$ cat config.mk
export PLATFORM = sky130hd
export DESIGN_NAME = sync_header_frame_receiver
export DESIGN_NICKNAME = d
export VERILOG_FILES = /design/src/rtl/shfr_pkg.sv /design/src/rtl/sync_header_frame_receiver.sv /design/src/rtl/shfr_ram.sv /design/src/rtl/shfr_datapath.sv /design/src/rtl/shfr_ctrl.sv
export SDC_FILE = /design/constraint.sdc
export NUM_CORES = 1
export LEC_CHECK = 0
export ABC_AREA = 1
export BUFFER_PORTS_ARGS = -buffer_cell sky130_fd_sc_hd__buf_2
export CORE_MARGIN = 3
export CORE_UTILIZATION = 37
export CTS_CLUSTER_SIZE = 40
export DETAILED_ROUTE_END_ITERATION = 16
export PLACE_DENSITY = 0.52
export SLEW_MARGIN = 20
export SYNTH_ARGS = -nofsm -noshare
export SYNTH_HDL_FRONTEND = slang
export SYNTH_SLANG_ARGS = --single-unit
$ cat constraint.sdc
create_clock -name i_clk -period 6.3 [get_ports i_clk]
set_clock_uncertainty 0.15 [all_clocks]
set_input_delay 1.575 -clock i_clk [delete_from_list [all_inputs] [get_ports i_clk]]
set_output_delay 1.575 -clock i_clk [all_outputs]
set_load 0.02 [all_outputs]
$ cat src/rtl/shfr_pkg.sv
`timescale 1ns / 1ps
// ----------------------------------------------------------------------------
// shfr_pkg
// Shared constants and controller/datapath signal groups of the
// sync-header frame receiver.
// ----------------------------------------------------------------------------
package shfr_pkg;

    localparam int unsigned MAX_FRAME_DEF = 64;

    localparam logic [7:0] SYNC_BYTE      = 8'h7E;
    localparam logic [7:0] HDR_SECOND     = 8'h00;
    localparam logic [7:0] HDR_THIRD      = 8'h10;
    localparam int unsigned BODY_FIXED_END = 10;

    localparam int unsigned BYTE_W   = 8;
    localparam int unsigned LENGTH_W = 7;

    typedef struct packed {
        logic wr_en;
        logic rd_en;
        logic len_load;
        logic load_out;
        logic out_last;
    } t_cmd;

    typedef struct packed {
        logic is_sync;
        logic is_second;
        logic is_third;
        logic out_free;
    } t_status;

endpackage

$ cat src/rtl/sync_header_frame_receiver.sv
`timescale 1ns / 1ps
// ----------------------------------------------------------------------------
// sync_header_frame_receiver
// Rebuilds sync-header frames from a received byte stream and replays them.
// ----------------------------------------------------------------------------
// Usage:
//   Input channel (i_rx_valid / o_rx_stall / i_rx_byte) takes one received
//   byte per request, one per cycle while a frame is being collected.
//   A frame opens with 7E 00 10; from position 10 on a 7E byte ends it.
//   Frames that reach MAX_FRAME bytes without a terminator are dropped.
//   Output channel (o_frame_valid / i_frame_stall) replays the stored frame,
//   header to terminator, with the length on every byte and a last flag.
// Timing:
//   After the terminator is accepted, each burst byte goes through the
//   buffer read port, then the output register. The input is stalled
//   during the burst and is released as soon as the last byte sits in
//   the output register. A stalled output holds its byte; the next
//   buffer read waits for it.
// Reset:
//   Synchronous, active low; returns to header search with no output
//   pending. The frame buffer needs no clearing.
// ----------------------------------------------------------------------------
module sync_header_frame_receiver
    import shfr_pkg::*;
#(
    parameter int unsigned MAX_FRAME = MAX_FRAME_DEF
) (
    input  logic                i_clk,
    input  logic                i_rst_n,
    input  logic                i_rx_valid,
    output logic                o_rx_stall,
    input  logic [BYTE_W-1:0]   i_rx_byte,
    output logic                o_frame_valid,
    input  logic                i_frame_stall,
    output logic [BYTE_W-1:0]   o_frame_byte,
    output logic [LENGTH_W-1:0] o_frame_length,
    output logic                o_frame_last
);

    localparam int unsigned PW = $clog2(MAX_FRAME);
    localparam int unsigned LW = $clog2(MAX_FRAME + 1);

    t_cmd          cmd;
    t_status       status;
    logic [PW-1:0] wr_addr;
    logic [PW-1:0] rd_addr;
    logic [LW-1:0] len;

    shfr_ctrl #(
        .MAX_FRAME (MAX_FRAME)
    ) u_ctrl (
        .i_clk      (i_clk),
        .i_rst_n    (i_rst_n),
        .i_rx_valid (i_rx_valid),
        .o_rx_stall (o_rx_stall),
        .i_status   (status),
        .o_cmd      (cmd),
        .o_wr_addr  (wr_addr),
        .o_rd_addr  (rd_addr),
        .o_len      (len)
    );

    shfr_datapath #(
        .MAX_FRAME (MAX_FRAME)
    ) u_datapath (
        .i_clk          (i_clk),
        .i_rst_n        (i_rst_n),
        .i_rx_byte      (i_rx_byte),
        .i_cmd          (cmd),
        .i_wr_addr      (wr_addr),
        .i_rd_addr      (rd_addr),
        .i_len          (len),
        .o_status       (status),
        .o_frame_valid  (o_frame_valid),
        .i_frame_stall  (i_frame_stall),
        .o_frame_byte   (o_frame_byte),
        .o_frame_length (o_frame_length),
        .o_frame_last   (o_frame_last)
    );

endmodule

$ cat src/rtl/shfr_ram.sv
`timescale 1ns / 1ps
// ----------------------------------------------------------------------------
// shfr_ram
// Generic single-write, single-read RAM with registered read data.
// ----------------------------------------------------------------------------
module shfr_ram #(
    parameter int unsigned WIDTH = 8,
    parameter int unsigned DEPTH = 64
) (
    input  logic                     i_clk,
    input  logic                     i_wr_en,
    input  logic [$clog2(DEPTH)-1:0] i_wr_addr,
    input  logic [WIDTH-1:0]         i_wr_data,
    input  logic                     i_rd_en,
    input  logic [$clog2(DEPTH)-1:0] i_rd_addr,
    output logic [WIDTH-1:0]         o_rd_data
);

    logic [WIDTH-1:0] r_mem [DEPTH];
    logic [WIDTH-1:0] r_rd_data;

    always_ff @(posedge i_clk) begin
        if (i_wr_en) begin
            r_mem[i_wr_addr] <= i_wr_data;
        end
        if (i_rd_en) begin
            r_rd_data <= r_mem[i_rd_addr];
        end
    end

    assign o_rd_data = r_rd_data;

endmodule

$ cat src/rtl/shfr_datapath.sv
`timescale 1ns / 1ps
// ----------------------------------------------------------------------------
// shfr_datapath
// Byte matching, frame buffer, length register and output register.
// ----------------------------------------------------------------------------
module shfr_datapath
    import shfr_pkg::*;
#(
    parameter int unsigned MAX_FRAME = MAX_FRAME_DEF
) (
    input  logic                            i_clk,
    input  logic                            i_rst_n,
    input  logic [BYTE_W-1:0]               i_rx_byte,
    input  t_cmd                            i_cmd,
    input  logic [$clog2(MAX_FRAME)-1:0]    i_wr_addr,
    input  logic [$clog2(MAX_FRAME)-1:0]    i_rd_addr,
    input  logic [$clog2(MAX_FRAME+1)-1:0]  i_len,
    output t_status                         o_status,
    output logic                            o_frame_valid,
    input  logic                            i_frame_stall,
    output logic [BYTE_W-1:0]               o_frame_byte,
    output logic [LENGTH_W-1:0]             o_frame_length,
    output logic                            o_frame_last
);

    localparam int unsigned LW = $clog2(MAX_FRAME + 1);

    logic [BYTE_W-1:0]   rd_data;
    logic [LW-1:0]       r_len;
    logic                r_valid;
    logic [BYTE_W-1:0]   r_byte;
    logic                r_last;
    logic [LENGTH_W-1:0] r_frame_len;

    shfr_ram #(
        .WIDTH (BYTE_W),
        .DEPTH (MAX_FRAME)
    ) u_store (
        .i_clk     (i_clk),
        .i_wr_en   (i_cmd.wr_en),
        .i_wr_addr (i_wr_addr),
        .i_wr_data (i_rx_byte),
        .i_rd_en   (i_cmd.rd_en),
        .i_rd_addr (i_rd_addr),
        .o_rd_data (rd_data)
    );

    always_ff @(posedge i_clk) begin
        if (!i_rst_n) begin
            r_valid <= 1'b0;
        end else if (i_cmd.load_out) begin
            r_valid <= 1'b1;
        end else if (r_valid && !i_frame_stall) begin
            r_valid <= 1'b0;
        end
    end

    always_ff @(posedge i_clk) begin
        if (i_cmd.len_load) begin
            r_len <= i_len;
        end
        // hold the length with its byte so a new frame cannot alter a stalled request
        if (i_cmd.load_out) begin
            r_byte      <= rd_data;
            r_last      <= i_cmd.out_last;
            r_frame_len <= LENGTH_W'(r_len);
        end
    end

    assign o_status.is_sync   = (i_rx_byte == SYNC_BYTE);
    assign o_status.is_second = (i_rx_byte == HDR_SECOND);
    assign o_status.is_third  = (i_rx_byte == HDR_THIRD);
    assign o_status.out_free  = !r_valid || !i_frame_stall;

    assign o_frame_valid  = r_valid;
    assign o_frame_byte   = r_byte;
    assign o_frame_length = r_frame_len;
    assign o_frame_last   = r_last;

endmodule

$ cat src/rtl/shfr_ctrl.sv
`timescale 1ns / 1ps
// ----------------------------------------------------------------------------
// shfr_ctrl
// Header tracking, frame position counter and burst read-out sequencing.
// ----------------------------------------------------------------------------
module shfr_ctrl
    import shfr_pkg::*;
#(
    parameter int unsigned MAX_FRAME = MAX_FRAME_DEF
) (
    input  logic                            i_clk,
    input  logic                            i_rst_n,
    input  logic                            i_rx_valid,
    output logic                            o_rx_stall,
    input  t_status                         i_status,
    output t_cmd                            o_cmd,
    output logic [$clog2(MAX_FRAME)-1:0]    o_wr_addr,
    output logic [$clog2(MAX_FRAME)-1:0]    o_rd_addr,
    output logic [$clog2(MAX_FRAME+1)-1:0]  o_len
);

    localparam int unsigned PW = $clog2(MAX_FRAME);
    localparam int unsigned LW = $clog2(MAX_FRAME + 1);

    typedef enum logic [1:0] {
        S_COLLECT,
        S_READ,
        S_LOAD
    } t_state;

    t_state        r_state, n_state;
    logic [PW-1:0] r_pos, n_pos;
    logic [PW-1:0] r_rd_idx, n_rd_idx;
    logic [LW-1:0] r_len, n_len;

    logic          rx_acc;
    logic [LW-1:0] pos_next;
    logic          last_byte;

    assign rx_acc    = i_rx_valid && (r_state == S_COLLECT);
    assign pos_next  = LW'(r_pos) + LW'(1);
    assign last_byte = (LW'(r_rd_idx) + LW'(1)) == r_len;

    always_comb begin
        n_state  = r_state;
        n_pos    = r_pos;
        n_rd_idx = r_rd_idx;
        n_len    = r_len;
        o_cmd    = '0;
        o_wr_addr = r_pos;
        case (r_state)
            S_COLLECT: begin
                if (rx_acc) begin
                    case (r_pos)
                        PW'(0): begin
                            if (i_status.is_sync) begin
                                o_cmd.wr_en = 1'b1;
                                n_pos       = PW'(1);
                            end
                        end
                        PW'(1), PW'(2): begin
                            if ((r_pos == PW'(1) && i_status.is_second) ||
                                (r_pos == PW'(2) && i_status.is_third)) begin
                                o_cmd.wr_en = 1'b1;
                                n_pos       = PW'(pos_next);
                            end else if (i_status.is_sync) begin
                                // restart the header match on a fresh sync byte
                                o_cmd.wr_en = 1'b1;
                                o_wr_addr   = '0;
                                n_pos       = PW'(1);
                            end else begin
                                n_pos = '0;
                            end
                        end
                        default: begin
                            o_cmd.wr_en = 1'b1;
                            if (r_pos < PW'(BODY_FIXED_END) || !i_status.is_sync) begin
                                // drop the frame when the buffer fills up
                                if (pos_next == LW'(MAX_FRAME)) begin
                                    n_pos = '0;
                                end else begin
                                    n_pos = PW'(pos_next);
                                end
                            end else begin
                                o_cmd.len_load = 1'b1;
                                n_len    = pos_next;
                                n_pos    = '0;
                                n_rd_idx = '0;
                                n_state  = S_READ;
                            end
                        end
                    endcase
                end
            end
            S_READ: begin
                if (i_status.out_free) begin
                    o_cmd.rd_en = 1'b1;
                    n_state     = S_LOAD;
                end
            end
            S_LOAD: begin
                o_cmd.load_out = 1'b1;
                o_cmd.out_last = last_byte;
                if (last_byte) begin
                    n_state = S_COLLECT;
                end else begin
                    n_rd_idx = r_rd_idx + PW'(1);
                    n_state  = S_READ;
                end
            end
            default: begin
                n_state = S_COLLECT;
            end
        endcase
    end

    always_ff @(posedge i_clk) begin
        if (!i_rst_n) begin
            r_state  <= S_COLLECT;
            r_pos    <= '0;
            r_rd_idx <= '0;
            r_len    <= '0;
        end else begin
            r_state  <= n_state;
            r_pos    <= n_pos;
            r_rd_idx <= n_rd_idx;
            r_len    <= n_len;
        end
    end

    assign o_rx_stall = (r_state != S_COLLECT);
    assign o_rd_addr  = r_rd_idx;
    assign o_len      = n_len;

endmodule
Yosys cells after proc, flatten, opt, wreduce, memory -nomap -nowiden. Memories as Yosys holds them, arrays and structs flattened. A register that Yosys moved wholly into a read port is not among the register bits. Cells that the tools add are included. Widths: inputs -> output; s select.

Register bits after elaboration: 45. Bits in writable memories: 512. Output and inout bits: 18. Logic and storage cells: 91. Memories kept: 1.

Memory list: u_datapath.u_store.r_mem (depth 64, bits a word 8, rd ports 1, clocked after Yosys merged registers in 1, write ports 1, RTL line shfr_ram.sv:19) `logic [WIDTH-1:0] r_mem [DEPTH];`.

Add/subtract/negate cells: 3. $lt $le $gt $ge: 1. Equal/unequal tests: 14. Multiplexer cells: 42. Reduce and logical (&&, ||, !) cells: 21.

Operators with widths (number): $mux 6 (13); $mux 7 (4); $pmux 6 s2 (2); $mux 1 (16); $add 6x1->7 const B (2); $mux 2 (5); $eq 8x5->1 const B (1); $eq 8x7->1 const B (1); $logic_not 8->1 (1); $ne 2x2->1 const B (4); $eq 7x7->1 (1); $eq 7x7->1 const B (1); $add 6x1->6 const B (1); $eq 6x1->1 const B (1); $eq 6x2->1 const B (1); $logic_not 6->1 (1); $lt 6x4->1 const B (1); $pmux 2 s3 (1); $reduce_bool 2->1 (3); $reduce_and 5->1 (1); $logic_and 1x1->1 (4); $ne 2x1->1 const B (2); $reduce_and 4->1 (1); $logic_not 1->1 (3); other kinds (8) (10).

Logic depth before layout (Yosys ltp). Gate-level depths: netlist of run 1.

Word-level depth: 9. Depth in mapped cells: 14.

Hierarchy. Synthesis of run 1 repeated with hierarchy kept, for this count alone.

Cell total of the unflattened synthesis: 2090. Area, all modules: 23767.8 µm².

Modules (own cells, without submodules): shfr_ram (instances 1, cells an instance 1805, area each 21419.3 µm²); shfr_ctrl (instances 1, cells an instance 236, area each 1530.2 µm²); shfr_datapath (instances 1, cells an instance 49, area each 818.3 µm²).

Worst setup path after synthesis of run 1. Ideal clock, no wire load.

Path type: input to register. Start point: input port i_rx_byte[5]. End point: memory u_datapath.u_store.r_mem[22][0], enable pin. Library setup time: 0.383 ns. Arrival time: 3.082 ns. Required time: 5.767 ns. Path slack: 2.685 ns. Cell stages on the path: 7. Buffers on the path: 1. Path through: or2_1 > nor3_1 > nand3_1 > a31oi_2 > buf_6 > inv_2 > nor3_1.

Cells in the longest elaborated chain, start to end: 9. Elaborated cells between the ends (all ways): 18. Classes of those cells: 2 x eq/ne; 12 x mux; 4 x reduce/logical.

Ends and longest elaborated chain: from (decl) (RTL line sync_header_frame_receiver.sv:32) `input logic [BYTE_W-1:0] i_rx_byte,`; $eq 8x5->1 or $logic_not 8->1 (tied branches) (RTL line shfr_datapath.sv:72, shfr_datapath.sv:71); $logic_and 1x1->1 (on tied branches) (RTL line shfr_ctrl.sv:63, shfr_ctrl.sv:62); $logic_or 1x1->1 (RTL line shfr_ctrl.sv:62) `if ((r_pos == PW'(1) && i_status.is_second) ||`; $mux 1 (RTL line shfr_ctrl.sv:62); $pmux 1 s2 (RTL line shfr_ctrl.sv:54) `case (r_pos)`; $mux 1 (RTL line shfr_ctrl.sv:53) `if (rx_acc) begin`; $mux 1 (RTL line shfr_ctrl.sv:51) `case (r_state)`; $mux 1 (RTL line shfr_ram.sv:23) `if (i_wr_en) begin`; $mux 1 (implied by the code) (RTL line shfr_ram.sv:24) `r_mem[i_wr_addr] <= i_wr_data;`; to (decl) (RTL line shfr_ram.sv:19).

Several ways; a longest one is shown, not always the timed one.

Worst setup path after layout of run 1.
Start point: input port i_rx_byte[5]. End point: memory u_datapath.u_store.r_mem[15][6], enable pin.

The elaborated chain is that of the path after synthesis.

==> metrics, run 1 <==
net switching power=2.129 mW; LEAKAGE=8.969 nW; GRT Resource Usage Total=0.1919; minimum clock period=4111 ps; FF+latch area=16750 µm²; Cell variety after synth=36; Seq/Total Area, Yosys=0.7173; Reg-to-Reg Start=u_ctrl.o_rd_addr[0]; global-route wire length before repair=95210 µm; Hold Crit Start=u_datapath.r_len[6]; Die W=between 200 and 300 µm; Fmax=243.2 MHz; Sw Ratio=0.2513; Post-Route WL=63890 µm; required time of the critical path=6400 ps; combinational fraction of design power=0.096; WHS Path Cells=0; syn nets=~2000; Crit Path Class=in2reg; max cap viols=0; Place WS=between 1500 and 2000 ps; per-cell routed wire length=between 20 and 25 µm; post-synthesis register bit count=565; number of buffers created by CTS=61; status=finished clean; largest net degree at the start of global routing=roughly 240; Endpoint, Worst Hold=u_datapath.o_frame_length[6]; initial antenna violation count=1; Congestion Overflow GR=0; reg-to-reg slack, setup=2500 ps; row count=91; area of the core=62050 µm²; area grow syn2layout=11.58%; clock power share=0.398; post-route ant nets=0; Post-layout nets=2039; Critical Path AT=4210 ps; power density over the cells=between 300 and 400 nW/µm²; crit path capture type=register; gp weighted congestion=0.8612; setup violators final=0; root buf cell=clkbuf_16; Hold Buf Count CTS=0; Hold Slack=269.7 ps; area of the multi-input gates=about 5700 µm²; setup_tns=0 ps; peak supply drop=0.1753 mV; CTS tree=yes; Fill cells=5828; Vias/cell=5.319; Worst-path clk slew=roughly 60 ps; CTS max path bufs=3; synth top area cells=edfxtp_1 70%, nand2_1 8.0%, nand3_1 6.4%, o21ai_0 2.7%, nor2_1 2.4%; most frequent cells in the layout=543 x edfxtp_1, 500 x nand2_1, 299 x nand3_1, 147 x nor2_1, 124 x o21ai_0; Clock Latency Late Sink=620 ps; Port Buffers=29; hpwl dp=38680 µm; Mapped Cells=2027; H-tree depth=2; Design Power=8.472 mW; Starting Density=0.3762; Setup WS post-layout=~2200 ps; sequential power share=0.506; final hold vios=0; syn avg cell area=11.52 µm²; Internal=6.343 mW; nature of the critical path startpoint=input pin; Relative slew margins=0.1883; crit path max fanout=27; Slew @ Worst Pin=1218 ps; number of global-route vias before repair=~15000; cell accounting for the most synthesized area=edfxtp_1; DRT iter0 DRCs=~1600; Initial DRT Pass Iterations=5; Slew Viols, Final=0; Die Y-Extent=257.2 µm; DRC Markers=0; post-CTS setup buffers=0; Syn Std Cell Area=around 23000 µm²; crit share post-route=0.6526; Die ar.=66150 µm²; # IOs=30; Placed Area=24160 µm²; Post-CTS Resized=0; min-delay worst type=reg2reg; CTS Sinks=around 570; worst r2r dst=u_datapath.u_store.o_rd_data[3]; depth of the worst register-to-register path=10; vias=between 15000 and 20000; top-area cell type share of the netlist area=0.6984; layout cell share with drive strength beyond 1=0.07975; final instance area=26050 µm²; Ys Warns=0; RSZ-0062 raised after global routing=no; most common cell after layout, fill and taps aside=edfxtp_1; ant diodes=0
[metrics by stage]
stage / instances / utilization
6_report: 2906 / 0.4198
4_1_cts: 2906 / 0.4195
2_1_floorplan: 2027 / -
3_5_place_dp: 2796 / 0.3893
5_1_grt: 2906 / 0.4198
3_3_place_gp: 2796 / 0.3893
[cell type report]
class,count,area share
clock inverters,29,0.008021
repair buffers,50,0.01258
multi-input cells,1246,0.2179
inverters,98,0.01431
clock buffers,81,0.06388
flip-flops and latches,565,0.6431
well taps,837,0.04020
[synthesized netlist by cell type]
library cell	count
edfxtp_1	543
nand4_1	3
nor4_1	1
dfxtp_1	22
nand3_4	2
or2_2	1
o211ai_1	2
nor3_1	11
o21ai_1	6
inv_2	7
nor2_2	5
o22ai_1	32
xor2_1	5
clkinv_1	3
nand2_2	1
clkbuf_1	35
a211oi_1	3
a21oi_1	84
xnor2_1	1
nand3_1	299
a31oi_2	1
o21ai_0	124
ha_1	5
or2_1	2
nand3b_1	1
buf_2	63
inv_1	88
nor2_1	147
buf_6	4
nand2_1	500
nand3_2	5
buf_4	7
o21ai_2	1
buf_1	9
nor2_4	3
xnor3_1	1
[worst max path at each step]
stage / cells past startpoint / slack, ps / end / startpoint
2_1_floorplan: 7 / 2680 / u_datapath.u_store.r_mem[22][0] / i_rx_byte[5]
3_3_place_gp: 8 / 1610 / u_datapath.u_store.r_mem[11][0] / i_rx_byte[5]
3_5_place_dp: 8 / 1540 / u_datapath.u_store.r_mem[15][3] / i_rx_byte[5]
4_1_cts: 8 / 2200 / u_datapath.u_store.r_mem[15][6] / i_rx_byte[5]
5_1_grt: 8 / 2070 / u_datapath.u_store.r_mem[8][3] / i_rx_byte[5]
6_report: 8 / 2190 / u_datapath.u_store.r_mem[15][6] / i_rx_byte[5]
[critical path, stage by stage]
cell and delay, ps:
buf_2 540, nand4_1 190, nor2_2 260, inv_1 110
a31oi_2 170, buf_4 260, nand3_1 390, nor2_1 690
[logic make-up (layout without fill, tap and decap cells)]
logic type / count (synthesis) / count (layout) / share of synthesized area
adders and majority gates: 5 / 5 / 0.002680
and+or+nand+nor: 981 / 981 / 0.1794
xor gates and xnor gates: 7 / 7 / 0.003215
DFF: 565 / 565 / 0.7173
AOI/OAI and AO/OA: 253 / 253 / 0.05697
buffers and inverters: 216 / 258 / 0.04051
[state kept, by name, summed over array words and instances, names as in the netlist]
name,flops
u_ctrl.o_rd_addr,6
u_ctrl.r_len,7
u_ctrl.r_pos,6
u_ctrl.r_state,2
u_datapath.o_frame_byte,8
u_datapath.o_frame_last,1
u_datapath.o_frame_length,7
u_datapath.o_frame_valid,1
u_datapath.r_len,7
u_datapath.u_store.o_rd_data,8
u_datapath.u_store.r_mem,512
[power groups by stage]
stage | Clock [mW] | Sequential [mW] | Combinational (mW)
finish | 3.37 | 4.29 | 0.812
global placement | 0 | 4.37 | 0.813
detailed placement | 0 | 4.36 | 0.807
CTS | 3.44 | 4.29 | 0.810
global route | 3.59 | 4.29 | 0.870
floorplan | 0 | 4.33 | 0.448
[routing by layer]
layer  track usage  routed length [µm]
met5             0                  13
met4       0.06394                1826
met2        0.2990               29070
met1        0.2749               28850
met3       0.03061                4125
Power figures use the tool's default switching activity.
==> run 2, diff against run 1 <==
--- a/config.mk
+++ b/config.mk
@@ -11,7 +11,7 @@
 export CORE_UTILIZATION = 37
 export CTS_CLUSTER_SIZE = 40
 export DETAILED_ROUTE_END_ITERATION = 16
-export PLACE_DENSITY = 0.52
+export PLACE_DENSITY = 0.54
 export SLEW_MARGIN = 20
 export SYNTH_ARGS = -nofsm -noshare
 export SYNTH_HDL_FRONTEND = slang
==> constraint.sdc (replaced) <==
create_clock -name i_clk -period 3.7 [get_ports i_clk]
set_clock_uncertainty 0.15 [all_clocks]
set_input_delay 0.925 -clock i_clk [delete_from_list [all_inputs] [get_ports i_clk]]
set_output_delay 0.925 -clock i_clk [all_outputs]
set_load 0.02 [all_outputs]
==> run 2 against run 1 <==
Net effect: sequential power increased by 69%; total power rose by 75%; final area rose by 3.2%; wire length is 1.2% higher; via count increased by 1.2%; hold slack gained 1.1 ps; highest routed layer is now met4; non-clock buffer count increased by 87; clock power grew 81%; critical path depth rose by 1; cell count grew 3.0%; combinational power is 82% higher.
==> metrics, run 2 (synthesis results as in run 1) <==
DR WL met2=29080 µm (about the same); post-route ant nets=0 (unchanged); CTS max path bufs=3 (unchanged); min-delay worst type=reg2reg; # IOs=30 (unchanged); Hold Buf Count CTS=0 (unchanged); required time of the critical path=3860 ps (-2540 ps); crit share post-route=0.8156; FF+latch area=16750 µm² (unchanged); worst r2r dst=u_datapath.u_store.r_mem[29][0]; Die ar.=66150 µm² (unchanged); most used cell, CP=nand3_1; row count=91 (unchanged); Starting Density=0.3762 (unchanged); Post-layout nets=2123 (+4.1%); Clock Latency Late Sink=630 ps (about the same); nature of the critical path startpoint=register; H-tree depth=2 (unchanged); gp weighted congestion=0.8718 (+1.2%); LEAKAGE=9.519 nW (+6.1%); setup violators final=0 (unchanged); met1 WL=28820 µm (-0.10%); number of global-route vias before repair=15080 (+0.48%); minimum clock period=3018 ps; root buf cell=clkbuf_16; GRT Resource Usage Total=0.1943 (+0.002439); max cap viols=0 (unchanged); reg-to-reg slack, setup=680 ps (-1820 ps); Initial DRT Pass Iterations=7 (+2); Slew @ Worst Pin=898.4 ps (-319.1 ps); largest net degree at the start of global routing=179 (-24%); Post-CTS Resized=0 (unchanged); Critical Path AT=3180 ps (-1030 ps); crit path capture type=register; Crit Path Class=reg2reg; Die W=257.2 µm (unchanged); Fill cells=5739 (-1.5%); Hold Crit Start=u_datapath.u_store.o_rd_data[2]; Vias/cell=5.223 (-1.8%); number of buffers created by CTS=58 (-4.9%); area of the multi-input gates=5655 µm² (-0.35%); Top reg by flops=u_datapath.u_store.r_mem; CTS Sinks=565 (unchanged); total length of routed met3 wires=5285 µm (+28%); max reg flops=512 (unchanged); global-route wire length before repair=96050 µm (+0.88%); CP peak stage delay=450 ps (-240 ps); Finished Core Util=0.4331 (+0.01331); Congestion Overflow GR=0 (unchanged); DRC Markers=0 (unchanged); setup_tns=0 ps (unchanged); critical path buffer and inverter count=3 (unchanged); most frequent cells in the layout=543 x edfxtp_1, 500 x nand2_1, 299 x nand3_1, 147 x nor2_1, 124 x o21ai_0; depth of the worst register-to-register path=9 (-1); per-cell routed wire length=21.60 µm (-1.7%); DRT iter0 DRCs=1670 (+2.1%); CTS tree=yes; Worst-path clk slew=60 ps (about the same); Relative slew margins=0.4010 (+0.2128); max layer used=met4; initial antenna violation count=1 (unchanged); most common cell after layout, fill and taps aside=edfxtp_1; crit path max fanout=12 (-56%); Die Y-Extent=257.2 µm (unchanged); final hold vios=0 (unchanged); Hold Slack=270.7 ps (+1.067 ps); layout cell share with drive strength beyond 1=0.1197 (+0.03992); status=finished clean; Reg-to-Reg Start=u_ctrl.r_pos[0]; Slew Viols, Final=0 (unchanged); CP top delay family=simple AND/OR/NAND/NOR gates; CP cell instances=clkinv_1, ha_1, nand3_1, nand3_1, a31oi_2, buf_12, nand2_1, nor2_1, buf_4; vias=15640 (+1.2%); Crit-path slowest cell=dfxtp_1; Port Buffers=29 (unchanged); area of the core=62050 µm² (unchanged); Fmax=331.4 MHz; post-CTS setup buffers=0 (unchanged); hpwl dp=40450 µm (+4.6%); Endpoint, Worst Hold=u_datapath.o_frame_byte[2]; Post-Route WL=64680 µm (+1.2%); WHS Path Cells=0 (unchanged); RSZ-0062 raised after global routing=no; power density over the cells=552.5 nW/µm² (+70%); peak supply drop=0.3686 mV (+110%); area grow syn2layout=15.12%
run 2: cell types whose count changed in the layout (fill, tap and decap cells not counted), sizes merged:
cell and change:
diode +1, inv +2, clkbuf -14, clkinv +5, bufinv +7, buf +87
run 2: metrics by stage:
step                power [mW]  std cells  setup WS [ps]  area (µm²)
floorplan                8.127       2027          734.7       23350
global placement         8.876       2883          507.2       24870
detailed placement       8.876       2883          519.7       24870
CTS                      14.96       2993          720.0       26870
global route             15.37       2993          491.9       26870
finish                   14.85       2994          682.4       26880
run 2: area by class of cell:
type,count,share of cell area
Antenna cell,1,0.00009311
Clock buffer,67,0.05605
Clock inverter,43,0.01839
Inverter,98,0.01387
Multi-Input combinational cell,1246,0.2104
Sequential cell,565,0.6234
Tap cell,837,0.03896
Timing Repair Buffer,137,0.03883
run 2: power by group:
group / internal [mW] / total, mW / leakage, nW / switching, mW
registers: 7.18 / 7.27 / 5.08 / 0.0910
logic: 0.357 / 1.48 / 3.46 / 1.13
clock network: 3.62 / 6.09 / 0.983 / 2.47
run 2: worst register-to-register path, cell delays in order, from the launching register on:
cell	delay [ps]
dfxtp_1	450
clkinv_1	290
ha_1	290
nand3_1	140
nand3_1	290
a31oi_2	330
buf_12	190
nand2_1	230
nor2_1	150
buf_4	200
run 2: per-layer routing:
metal | track usage | vias up
met2 | 0.3009 | 639
li1 | - | 7294
met1 | 0.2849 | 7626
met4 | 0.05417 | 0
met3 | 0.03041 | 79
met5 | 0 | -
run 2: worst max-delay path by stage:
stage / cells past startpoint / slack (ps) / endpoint / startpoint
after global placement: 10 / 510 / u_datapath.u_store.r_mem[27][1] / i_rx_byte[7]
final: 9 / 680 / u_datapath.u_store.r_mem[29][0] / u_ctrl.r_pos[0]
after CTS: 9 / 720 / u_datapath.u_store.r_mem[29][4] / u_ctrl.r_pos[0]
after detailed placement: 10 / 520 / u_datapath.u_store.r_mem[29][0] / i_rx_byte[7]
after floorplan: 7 / 730 / u_datapath.u_store.r_mem[22][0] / i_rx_byte[5]
after global routing: 10 / 490 / u_datapath.u_store.r_mem[7][3] / u_ctrl.r_pos[0]
